===== config.mk =====
export PLATFORM = sky130hd
export DESIGN_NAME = steric_clash_factor
export DESIGN_NICKNAME = d
export VERILOG_FILES = /design/src/sv/scf_pkg.sv /design/src/sv/scf_divsqrt.sv /design/src/sv/scf_square.sv /design/src/sv/steric_clash_factor.sv
export VERILOG_INCLUDE_DIRS = /design/src /design/src/sv
export SDC_FILE = /design/constraint.sdc
export NUM_CORES = 2
export LEC_CHECK = 0
export ABC_CLOCK_PERIOD_IN_PS = 11400
export BUFFER_PORTS_ARGS = -buffer_cell sky130_fd_sc_hd__buf_2
export CORE_UTILIZATION = 35
export DETAILED_ROUTE_END_ITERATION = 8
export HOLD_SLACK_MARGIN = 0.06
export PLACE_DENSITY_LB_ADDON = 0.05
export SLEW_MARGIN = 40
export SYNTH_ARGS = -nofsm -noshare
export SYNTH_HDL_FRONTEND = slang
export SYNTH_SLANG_ARGS = --single-unit

===== constraint.sdc =====
create_clock -name clk -period 11.4 [get_ports clk]
set_clock_uncertainty 0.05 [all_clocks]
set_input_delay 0.57 -clock clk [delete_from_list [all_inputs] [get_ports clk]]
set_output_delay 0.57 -clock clk [all_outputs]
set_load 0.02 [all_outputs]

===== src/sv/assert_macros.svh =====
// assertion macros shared by the steric clash factor rtl
// depends on signals named clk and rst_n in the including module
`ifndef ASSERT_MACROS_SVH
`define ASSERT_MACROS_SVH

// property that must hold at every clock edge outside reset
`define SCF_ASSERT(lbl, prop, msg) \
  lbl: assert property (@(posedge clk) disable iff (!rst_n) (prop)) else $error(msg);

// consequence that must hold in the cycle after the antecedent
`define SCF_ASSERT_NEXT(lbl, ante, cons, msg) \
  lbl: assert property (@(posedge clk) disable iff (!rst_n) (ante) |=> (cons)) else $error(msg);

`endif


===== src/sv/scf_pkg.sv =====
// shared widths, constants and unit request types for the steric clash factor
// no dependencies
package scf_pkg;

  // fixed point format
  localparam int F = 12;

  localparam int COORD_W  = 23;
  localparam int RAD_W    = 16;
  localparam int MAG_W    = COORD_W + 1;
  localparam int D2_W     = 2 * MAG_W;
  localparam int ROOT_W   = D2_W / 2;
  localparam int SUM_W    = RAD_W + 1;
  localparam int RECIP_W  = 2 * F + 1;
  localparam int DIFF_W   = 32;
  localparam int DCW      = (RECIP_W > DIFF_W) ? RECIP_W : DIFF_W;
  localparam int PROD_W   = 2 * DIFF_W;
  localparam int TERM_W   = PROD_W - F - 1;
  localparam int SCORE_W  = 48;
  localparam int DEN_W    = SCORE_W + 1;
  localparam int FACT_W   = 17;

  // iterative unit datapath
  localparam int DV_W  = DEN_W + 1;
  localparam int RW    = DV_W + 1;
  localparam int QW    = (RECIP_W > ROOT_W) ? RECIP_W : ROOT_W;
  localparam int CNT_W = 6;

  localparam logic [SCORE_W-1:0] SCORE_MAX  = {SCORE_W{1'b1}};
  localparam logic [DIFF_W-1:0]  DIFF_MAX   = {DIFF_W{1'b1}};
  localparam logic [FACT_W-1:0]  FACT_ONE   = FACT_W'(1) << 16;
  localparam logic [RAD_W-1:0]   PROBE_RST  = RAD_W'(1) << F;
  localparam logic [DV_W-1:0]    ONE2_SRC   = DV_W'(1) << (2 * F + DV_W - RECIP_W);
  localparam logic [DV_W-1:0]    FNUM       = DV_W'(1) << (16 + F);
  localparam logic [DV_W-1:0]    FONE       = DV_W'(1) << F;

  localparam logic [CNT_W-1:0] STEPS_ROOT  = CNT_W'(ROOT_W);
  localparam logic [CNT_W-1:0] STEPS_RECIP = CNT_W'(RECIP_W);
  localparam logic [CNT_W-1:0] STEPS_FACT  = CNT_W'(FACT_W);

  // request to the shared divide / square root unit
  typedef struct packed {
    logic             start;
    logic             sqrt;
    logic [RW-1:0]    rem_init;
    logic [DV_W-1:0]  src;
    logic [RW-1:0]    divisor;
    logic [CNT_W-1:0] nsteps;
  } unit_req_t;

  typedef struct packed {
    logic          busy;
    logic          done;
    logic [QW-1:0] quot;
  } unit_rsp_t;

endpackage


===== src/sv/scf_divsqrt.sv =====
// shared iterative unit: restoring division or digit by digit square root
// one quotient or root bit per cycle; depends on scf_pkg
module scf_divsqrt (
  input  logic                clk,
  input  logic                rst_n,
  input  scf_pkg::unit_req_t  req,
  output scf_pkg::unit_rsp_t  rsp
);

  logic                        busy_r, busy_nxt;
  logic                        done_r, done_nxt;
  logic                        sqrt_r;
  logic [scf_pkg::RW-1:0]      rem_r, rem_nxt;
  logic [scf_pkg::DV_W-1:0]    src_r, src_nxt;
  logic [scf_pkg::RW-1:0]      div_r;
  logic [scf_pkg::QW-1:0]      q_r, q_nxt;
  logic [scf_pkg::CNT_W-1:0]   cnt_r, cnt_nxt;
  logic [scf_pkg::RW-1:0]      rem_sh;
  logic [scf_pkg::RW-1:0]      trial;
  logic [scf_pkg::RW-1:0]      q_ext;
  logic                        ge;

  // one compare and subtract step
  always_comb begin
    q_ext = scf_pkg::RW'(q_r);
    if (sqrt_r) begin
      rem_sh = {rem_r[scf_pkg::RW-3:0], src_r[scf_pkg::DV_W-1 -: 2]};
      trial  = {q_ext[scf_pkg::RW-3:0], 2'b01};
    end else begin
      rem_sh = {rem_r[scf_pkg::RW-2:0], src_r[scf_pkg::DV_W-1]};
      trial  = div_r;
    end
    ge = (rem_sh >= trial);
  end

  // step control
  always_comb begin
    busy_nxt = busy_r;
    done_nxt = 1'b0;
    rem_nxt  = rem_r;
    src_nxt  = src_r;
    q_nxt    = q_r;
    cnt_nxt  = cnt_r;
    if (req.start) begin
      busy_nxt = 1'b1;
      rem_nxt  = req.rem_init;
      src_nxt  = req.src;
      q_nxt    = '0;
      cnt_nxt  = req.nsteps;
    end else if (busy_r) begin
      rem_nxt = ge ? (rem_sh - trial) : rem_sh;
      src_nxt = sqrt_r ? (src_r << 2) : (src_r << 1);
      q_nxt   = {q_r[scf_pkg::QW-2:0], ge};
      cnt_nxt = cnt_r - scf_pkg::CNT_W'(1);
      if (cnt_r == scf_pkg::CNT_W'(1)) begin
        busy_nxt = 1'b0;
        done_nxt = 1'b1;
      end
    end
  end

  always_ff @(posedge clk) begin
    if (!rst_n) begin
      busy_r <= 1'b0;
      done_r <= 1'b0;
      cnt_r  <= '0;
    end else begin
      busy_r <= busy_nxt;
      done_r <= done_nxt;
      cnt_r  <= cnt_nxt;
    end
  end

  // datapath registers
  always_ff @(posedge clk) begin
    rem_r <= rem_nxt;
    src_r <= src_nxt;
    q_r   <= q_nxt;
    if (req.start) begin
      sqrt_r <= req.sqrt;
      div_r  <= req.divisor;
    end
  end

  assign rsp.busy = busy_r;
  assign rsp.done = done_r;
  assign rsp.quot = q_r;

endmodule


===== src/sv/scf_square.sv =====
// shared registered squaring unit for coordinate and difference squares
// depends on scf_pkg
module scf_square (
  input  logic                         clk,
  input  logic [scf_pkg::DIFF_W-1:0]   op,
  output logic [scf_pkg::PROD_W-1:0]   sq_r
);

  logic [scf_pkg::PROD_W-1:0] sq_nxt;

  // one 32 by 32 multiply, registered
  assign sq_nxt = scf_pkg::PROD_W'(op) * scf_pkg::PROD_W'(op);

  always_ff @(posedge clk) begin
    sq_r <= sq_nxt;
  end

endmodule


===== src/sv/steric_clash_factor.sv =====
// a clashing atom holds the block from its accept through the squares, 24 root steps,
// two 25-step reciprocals and the accumulate; an atom without a clash frees it after the root
// throughput: one transaction at a time, the next accept comes once the block is free
// an item without an atom that is not last frees the block on the next cycle; a last item adds
// the 17-step factor division and the output load before out_valid rises, which out_stall can hold
// reset: synchronous active low, clears score, flag, probe radius to 1.0, out_valid
`include "assert_macros.svh"
module steric_clash_factor (
  input  logic                           clk,
  input  logic                           rst_n,
  input  logic                           cfg_wr_en,
  input  logic [scf_pkg::RAD_W-1:0]      cfg_wr_data,
  input  logic                           in_valid,
  output logic                           in_stall,
  input  logic signed [scf_pkg::COORD_W-1:0] in_atom_x,
  input  logic signed [scf_pkg::COORD_W-1:0] in_atom_y,
  input  logic signed [scf_pkg::COORD_W-1:0] in_atom_z,
  input  logic [scf_pkg::RAD_W-1:0]      in_atom_radius,
  input  logic signed [scf_pkg::COORD_W-1:0] in_probe_x,
  input  logic signed [scf_pkg::COORD_W-1:0] in_probe_y,
  input  logic signed [scf_pkg::COORD_W-1:0] in_probe_z,
  input  logic                           in_atom_present,
  input  logic                           in_last_atom,
  output logic                           out_valid,
  input  logic                           out_stall,
  output logic [scf_pkg::FACT_W-1:0]     out_clash_factor,
  output logic                           out_score_saturated
);

  localparam logic [3:0] ST_IDLE   = 4'd0;
  localparam logic [3:0] ST_SQ_X   = 4'd1;
  localparam logic [3:0] ST_SQ_Y   = 4'd2;
  localparam logic [3:0] ST_SQ_Z   = 4'd3;
  localparam logic [3:0] ST_SQ_ACC = 4'd4;
  localparam logic [3:0] ST_ROOT   = 4'd5;
  localparam logic [3:0] ST_ROOT_W = 4'd6;
  localparam logic [3:0] ST_RD     = 4'd7;
  localparam logic [3:0] ST_RD_W   = 4'd8;
  localparam logic [3:0] ST_RS     = 4'd9;
  localparam logic [3:0] ST_RS_W   = 4'd10;
  localparam logic [3:0] ST_TERM   = 4'd11;
  localparam logic [3:0] ST_ACCUM  = 4'd12;
  localparam logic [3:0] ST_FACT   = 4'd13;
  localparam logic [3:0] ST_FACT_W = 4'd14;
  localparam logic [3:0] ST_EMIT   = 4'd15;

  logic [3:0]                       state_r, state_nxt;
  logic [scf_pkg::RAD_W-1:0]        probe_r;
  logic [scf_pkg::SCORE_W-1:0]      score_r, score_nxt;
  logic                             sat_r, sat_nxt;
  logic                             last_r;
  logic [scf_pkg::MAG_W-1:0]        mag_x_r, mag_y_r, mag_z_r;
  logic [scf_pkg::SUM_W-1:0]        s_r;
  logic [scf_pkg::D2_W-1:0]         d2_r;
  logic [scf_pkg::SUM_W-1:0]        d_r;
  logic [scf_pkg::RECIP_W-1:0]      inv_d_r, inv_s_r;
  logic [scf_pkg::FACT_W-1:0]       fact_r;
  logic                             out_valid_r;
  logic [scf_pkg::FACT_W-1:0]       out_fact_r;
  logic                             out_sat_r;

  logic                             in_acc;
  logic                             out_load;
  logic [scf_pkg::MAG_W-1:0]        dx, dy, dz;
  logic [scf_pkg::DIFF_W-1:0]       sq_op;
  logic [scf_pkg::PROD_W-1:0]       sq_r;
  logic [scf_pkg::ROOT_W-1:0]       root;
  logic [scf_pkg::RECIP_W-1:0]      diff_full;
  logic [scf_pkg::DCW-1:0]          diff_wide;
  logic [scf_pkg::DIFF_W-1:0]       diff_cl;
  logic [scf_pkg::TERM_W-1:0]       term;
  logic [scf_pkg::PROD_W:0]         sum_wide;
  logic [scf_pkg::DEN_W-1:0]        den;
  logic [scf_pkg::DV_W-1:0]         fdiv;
  scf_pkg::unit_req_t               req;
  scf_pkg::unit_rsp_t               rsp;

  function automatic logic [scf_pkg::DIFF_W-1:0] diff_cl_trunc(
    input logic [scf_pkg::DCW-1:0] v
  );
    diff_cl_trunc = v[scf_pkg::DIFF_W-1:0];
  endfunction

  assign in_stall = (state_r != ST_IDLE);
  assign in_acc   = in_valid && !in_stall;
  assign out_load = (state_r == ST_EMIT) && (!out_valid_r || !out_stall);

  // coordinate difference magnitudes at accept
  always_comb begin
    dx = scf_pkg::MAG_W'(in_atom_x) - scf_pkg::MAG_W'(in_probe_x);
    dy = scf_pkg::MAG_W'(in_atom_y) - scf_pkg::MAG_W'(in_probe_y);
    dz = scf_pkg::MAG_W'(in_atom_z) - scf_pkg::MAG_W'(in_probe_z);
    if (in_atom_x < in_probe_x) dx = -dx;
    if (in_atom_y < in_probe_y) dy = -dy;
    if (in_atom_z < in_probe_z) dz = -dz;
  end

  // shared units
  scf_square u_square (
    .clk  (clk),
    .op   (sq_op),
    .sq_r (sq_r)
  );

  scf_divsqrt u_divsqrt (
    .clk   (clk),
    .rst_n (rst_n),
    .req   (req),
    .rsp   (rsp)
  );

  // arithmetic around the units
  always_comb begin
    root      = rsp.quot[scf_pkg::ROOT_W-1:0];
    diff_full = inv_d_r - inv_s_r;
    diff_wide = scf_pkg::DCW'(diff_full);
    diff_cl   = (diff_wide > scf_pkg::DCW'(scf_pkg::DIFF_MAX)) ? scf_pkg::DIFF_MAX
                                                               : diff_cl_trunc(diff_wide);
    term      = sq_r[scf_pkg::PROD_W-1:scf_pkg::F+1];
    sum_wide  = (scf_pkg::PROD_W+1)'(score_r) + (scf_pkg::PROD_W+1)'(term);
    den       = scf_pkg::DEN_W'(scf_pkg::FONE) + scf_pkg::DEN_W'(score_r);
    fdiv      = scf_pkg::FNUM + scf_pkg::DV_W'(den >> 1);
  end

  // squaring operand and unit requests per state
  always_comb begin
    sq_op        = '0;
    req.start    = 1'b0;
    req.sqrt     = 1'b0;
    req.rem_init = '0;
    req.src      = scf_pkg::ONE2_SRC;
    req.divisor  = '0;
    req.nsteps   = scf_pkg::STEPS_RECIP;
    case (state_r)
      ST_SQ_X: sq_op = scf_pkg::DIFF_W'(mag_x_r);
      ST_SQ_Y: sq_op = scf_pkg::DIFF_W'(mag_y_r);
      ST_SQ_Z: sq_op = scf_pkg::DIFF_W'(mag_z_r);
      ST_TERM: sq_op = diff_cl;
      ST_ROOT: begin
        req.start  = 1'b1;
        req.sqrt   = 1'b1;
        req.src    = {d2_r, {(scf_pkg::DV_W-scf_pkg::D2_W){1'b0}}};
        req.nsteps = scf_pkg::STEPS_ROOT;
      end
      ST_RD: begin
        req.start   = 1'b1;
        req.divisor = scf_pkg::RW'(d_r);
      end
      ST_RS: begin
        req.start   = 1'b1;
        req.divisor = scf_pkg::RW'(s_r);
      end
      ST_FACT: begin
        req.start    = 1'b1;
        req.rem_init = scf_pkg::RW'(fdiv >> scf_pkg::FACT_W);
        req.src      = fdiv << (scf_pkg::DV_W - scf_pkg::FACT_W);
        req.divisor  = scf_pkg::RW'(den);
        req.nsteps   = scf_pkg::STEPS_FACT;
      end
      default: sq_op = '0;
    endcase
  end

  // sequencer
  always_comb begin
    state_nxt = state_r;
    score_nxt = score_r;
    sat_nxt   = sat_r;
    case (state_r)
      ST_IDLE: begin
        if (in_acc) begin
          if (in_atom_present) state_nxt = ST_SQ_X;
          else if (in_last_atom) state_nxt = ST_FACT;
        end
      end
      ST_SQ_X:   state_nxt = ST_SQ_Y;
      ST_SQ_Y:   state_nxt = ST_SQ_Z;
      ST_SQ_Z:   state_nxt = ST_SQ_ACC;
      ST_SQ_ACC: state_nxt = ST_ROOT;
      ST_ROOT:   state_nxt = ST_ROOT_W;
      ST_ROOT_W: begin
        if (rsp.done) begin
          if (scf_pkg::SUM_W'(root) >= s_r || root >= scf_pkg::ROOT_W'(s_r))
            state_nxt = last_r ? ST_FACT : ST_IDLE;
          else
            state_nxt = ST_RD;
        end
      end
      ST_RD:     state_nxt = ST_RD_W;
      ST_RD_W:   if (rsp.done) state_nxt = ST_RS;
      ST_RS:     state_nxt = ST_RS_W;
      ST_RS_W:   if (rsp.done) state_nxt = ST_TERM;
      ST_TERM:   state_nxt = ST_ACCUM;
      ST_ACCUM: begin
        if (sum_wide > (scf_pkg::PROD_W+1)'(scf_pkg::SCORE_MAX)) begin
          score_nxt = scf_pkg::SCORE_MAX;
          sat_nxt   = 1'b1;
        end else begin
          score_nxt = sum_wide[scf_pkg::SCORE_W-1:0];
          if (sum_wide[scf_pkg::SCORE_W-1:0] == scf_pkg::SCORE_MAX) sat_nxt = 1'b1;
        end
        state_nxt = last_r ? ST_FACT : ST_IDLE;
      end
      ST_FACT:   state_nxt = ST_FACT_W;
      ST_FACT_W: if (rsp.done) state_nxt = ST_EMIT;
      ST_EMIT: begin
        if (out_load) begin
          score_nxt = '0;
          sat_nxt   = 1'b0;
          state_nxt = ST_IDLE;
        end
      end
      default:   state_nxt = ST_IDLE;
    endcase
  end

  // control state
  always_ff @(posedge clk) begin
    if (!rst_n) begin
      state_r     <= ST_IDLE;
      probe_r     <= scf_pkg::PROBE_RST;
      score_r     <= '0;
      sat_r       <= 1'b0;
      out_valid_r <= 1'b0;
    end else begin
      state_r <= state_nxt;
      score_r <= score_nxt;
      sat_r   <= sat_nxt;
      if (cfg_wr_en) probe_r <= cfg_wr_data;
      if (out_load) out_valid_r <= 1'b1;
      else if (!out_stall) out_valid_r <= 1'b0;
    end
  end

  // payload registers
  always_ff @(posedge clk) begin
    if (in_acc) begin
      mag_x_r <= dx;
      mag_y_r <= dy;
      mag_z_r <= dz;
      s_r     <= scf_pkg::SUM_W'(in_atom_radius) + scf_pkg::SUM_W'(probe_r);
      last_r  <= in_last_atom;
    end
    case (state_r)
      ST_SQ_Y:   d2_r <= sq_r[scf_pkg::D2_W-1:0];
      ST_SQ_Z:   d2_r <= d2_r + sq_r[scf_pkg::D2_W-1:0];
      ST_SQ_ACC: d2_r <= d2_r + sq_r[scf_pkg::D2_W-1:0];
      ST_ROOT_W: begin
        if (rsp.done)
          d_r <= (root == '0) ? scf_pkg::SUM_W'(1) : root[scf_pkg::SUM_W-1:0];
      end
      ST_RD_W:   if (rsp.done) inv_d_r <= rsp.quot[scf_pkg::RECIP_W-1:0];
      ST_RS_W:   if (rsp.done) inv_s_r <= rsp.quot[scf_pkg::RECIP_W-1:0];
      ST_FACT_W: if (rsp.done) fact_r <= rsp.quot[scf_pkg::FACT_W-1:0];
      default: ;
    endcase
    if (out_load) begin
      out_fact_r <= fact_r;
      out_sat_r  <= sat_r;
    end
  end

  assign out_valid           = out_valid_r;
  assign out_clash_factor    = out_fact_r;
  assign out_score_saturated = out_sat_r;

  // checks
  `SCF_ASSERT(a_sat_max, sat_r |-> (score_r == scf_pkg::SCORE_MAX), "flag set below max score")
  `SCF_ASSERT(a_unit_idle, (state_r == ST_IDLE) |-> !rsp.busy, "unit busy while idle")
  `SCF_ASSERT_NEXT(a_clear, out_load, (score_r == '0) && !sat_r, "score not cleared")
  `SCF_ASSERT(a_fact_range, out_valid_r |-> (out_fact_r <= scf_pkg::FACT_ONE), "factor above one")

endmodule

==> impl_metrics.env <==
export IMPL_clock_sink_count=540
export IMPL_start_util_pct=35.4
export IMPL_top_level_ports=197
export IMPL_drtPass1Iterations=6
export IMPL_max_slew_worst_pin_slew_ns=0.857
export IMPL_setup_violations=0
export IMPL_buffers_inverters_on_critical_path=9
export IMPL_setup_worst_path_class="flip-flop to flip-flop"
export IMPL_fin_setup_tns_ns=0
export IMPL_crit_family="adder cells"
export IMPL_clock_tree_root_cell="clkbuf_16"
export IMPL_cts_tree="done"
export IMPL_endpoint_type_of_the_worst_setup_path="flip-flop"
export IMPL_yosys_register_bits=540
export IMPL_overflow=0
export IMPL_synth_edff_count=388
export IMPL_htree_num_levels=3
export IMPL_slowest_stage="o311ai_0"
export IMPL_worst_endpoint_required_ns=11.91
export IMPL_synth_seq_area_share_pct=27.2
export IMPL_synthArstFlopShare_pct=0
export IMPL_fp_dieH_um=395
export IMPL_vdd_ir_drop_worst_v=0.000126
export IMPL_floorplan_core_area_um2=152000
export IMPL_cp_slowest_stage_delay_ns=0.67
export IMPL_antenna_violations_before_repair=6
export IMPL_placed_cells_incl_taps=7948
export IMPL_cap_viol_max_count=0
export IMPL_clk_latency_ns=0.69
export IMPL_power_density_nw_per_um2=252
export IMPL_n_antenna_cell=0
export IMPL_report_final_hold_viol_count=0
export IMPL_avgRoutedWirePerCell_um=20.9
export IMPL_port_buffer_count=196
export IMPL_clock_path_buffers=3
export IMPL_timing_fmax_mhz=93.9
export IMPL_final_cell_count_no_fill=8098
export IMPL_finalWorstPathRequiredPeriod_ns=10.65
export IMPL_worst_endpoint_arrival_ns=11.16
export IMPL_final_critical_path_setup_slack_ns=0.751
export IMPL_postSynthAreaPerCell_um2=9.21
export IMPL_rsz0062_at_grt="false"
export IMPL_dp_slack_ns=0.580
export IMPL_worstPathMaxFanout=7
export IMPL_mappedNetlistNets=6963
export IMPL_hpwl_um=135000
export IMPL_power_leakage_uw=0.0275
export IMPL_floorplan_die_area_um2=156000
export IMPL_total_power_uw=15200
export IMPL_via_count=41664
export IMPL_syn_area_um2=54000
export IMPL_die_w_um=395
export IMPL_crit_path_start_kind="flip-flop"
export IMPL_first_global_vias=42486
export IMPL_final_nets=7107
export IMPL_placement_rows=143
export IMPL_drcViolationCount=0
export IMPL_worst_hold_path_type="primary input to flip-flop"
export IMPL_post_cts_setup_buffers=0
export IMPL_gp_routability_congestion=0.891
export IMPL_outcome="complete, no violations"
export IMPL_pin_count_of_the_biggest_net_entering_global_routing=125
export IMPL_grt_pass1_wl_um=261000
export IMPL_syn_instance_count=5865
export IMPL_final_max_slew_violation_count=0
export IMPL_synthToLayoutAreaGrowth_pct=11.3
export IMPL_wl_um=169000
export IMPL_path_common_cell="inv_1"
export IMPL_max_slew_margin_rel_pct=42.3
export IMPL_synth_warnings=0
export IMPL_detail_route_iter0_violations=2571
export IMPL_postSynth_topFlopCell="edfxtp_1"
export IMPL_grt_util_all_layers_pct=21.7
export IMPL_clk_pin_slew_ns=0.06
export IMPL_drt_antenna_violating_nets=0
export IMPL_final_min_period_over_clock_period_pct=93.4
export IMPL_fraction_of_layout_instances_using_a_drive_strength_above_1_pct=8.72
export IMPL_post_synth_num_cell_types=96
export IMPL_tritoncts_num_buffers=71
export IMPL_final_core_util_pct=39.4
export IMPL_drt_vias_per_instance=5.14
## logic make-up (layout without fill, tap and decap cells)
group                    count (synthesis)  after routing  synth area share [%]
AO/OA/AOI/OAI                         1209           1209                  14.4
adder cells (fa/ha/maj)                921            921                  28.0
flip-flops                             540            540                  27.2
buffers and inverters                 1041           1244                  7.27
XOR/XNOR                               374            374                  6.07
multiplexers                           180            180                  3.47
AND/OR/NAND/NOR                       1600           1600                  13.6
## power by group
part | internal, uW | switching, uW | leakage [uW]
Sequential | 2930 | 417 | 0.00466
Combinational | 3580 | 5870 | 0.0216
Clock | 1400 | 970 | 0.00122
## synth_stat cells (all sizes together), types with 38 or more instances
master    n  share of area, %
inv     801               5.6
nand2   566               3.9
fa      476                18
nor2    459               3.2
ha      445                10
edfxtp  388                22
a21oi   369               3.4
o21ai   257               2.4
xnor2   222               3.6
clkbuf  200               1.4
a21o    160               2.2
dfxtp   152               5.6
xor2    152               2.5
mux2i   123               2.3
nor3    119               1.1
nand3    91              0.84
mux2     57               1.2
nand4    55              0.64
nor2b    52              0.60
and3     51              0.59
o21a     47              0.65
nand2b   44              0.51
o21bai   40              0.56
o211ai   38              0.53
## final timing paths
path,slack [ns],depth (start not counted),start,endpoint
min reg2reg,0.37,0,fact_r[15]$_DFFE_PP_,out_clash_factor[15]$_DFFE_PP_
min,0.13,1,in_last_atom,last_r$_DFFE_PP_
max reg2reg,0.75,41,inv_s_r[1]$_DFFE_PP_,u_square.sq_r[49]$_DFF_P_
max,0.75,41,inv_s_r[1]$_DFFE_PP_,u_square.sq_r[49]$_DFF_P_
## per-layer routing
layer	GRT usage [%]	part of all wire, %	wire, um	up-vias
met1	30.6	48	81200	20431
met5	0	0.0077	13	-
li1	-	-	-	20302
met4	4.63	1.9	3160	2
met3	2.28	3.7	6340	150
met2	35.6	46	78700	779
## state kept, by name, summed over array words and instances (netlist names), 25 cells and up
| signal | flops |
|---|---|
| u_divsqrt.rem_r | 50 |
| u_divsqrt.div_r | 49 |
| u_square.sq_r | 49 |
| d2_r | 48 |
| score_r | 48 |
| u_divsqrt.src_r | 48 |
| inv_d_r | 25 |
| inv_s_r | 25 |
| u_divsqrt.q_r | 25 |
## metrics by stage
step	cell area [um^2]	hold slack, ns
2_1_floorplan	54000	0.350
3_3_place_gp	57400	0.353
3_5_place_dp	57400	0.355
4_1_cts	60100	0.0606
5_1_grt	60100	0.0905
6_report	60100	0.131
## layout make-up
class / instances / area, um^2
clock buffer: 95 / 2000
clock inverter: 37 / 495
fill: 15456 / 92300
inverter: 807 / 3040
multi-input combinational: 4284 / 35500
sequential: 540 / 14700
tap: 2030 / 2540
timing repair buffer: 305 / 1880
## worst register-to-register path, delay by kind of cell, from the launching register on
family | cells | cell delay, ns
buffers and inverters | 9 | 0.89
xor gates and xnor gates | 3 | 0.34
DFF | 1 | 0.41
AOI/OAI and AO/OA | 12 | 3.21
and+or+nand+nor | 8 | 1.40
adders and majority gates | 9 | 4.21
## layout by cell type, fill, tap and decap left out, types with 49 or more instances in the layout
master / n
mux2_2: 56
a21oi_1: 369
nand3_1: 90
fa_1: 476
xor2_1: 152
nand2_1: 566
buf_2: 196
and3_1: 49
buf_4: 87
nor2_1: 457
mux2i_1: 123
ha_1: 445
dfxtp_1: 151
a21o_1: 160
nor3_1: 116
xnor2_1: 222
o21ai_0: 249
nor2b_1: 52
inv_1: 796
clkbuf_16: 74
nand4_1: 55
edfxtp_1: 388
## repair_timing
action | in CTS | in global routing
hold buffers | 16 | 0
endpoints found under the hold margin | 16 | 0
resized for setup | 0 | 2
setup endpoints to repair | 0 | 1
Note: power is estimated with default switching activity, not from simulation.
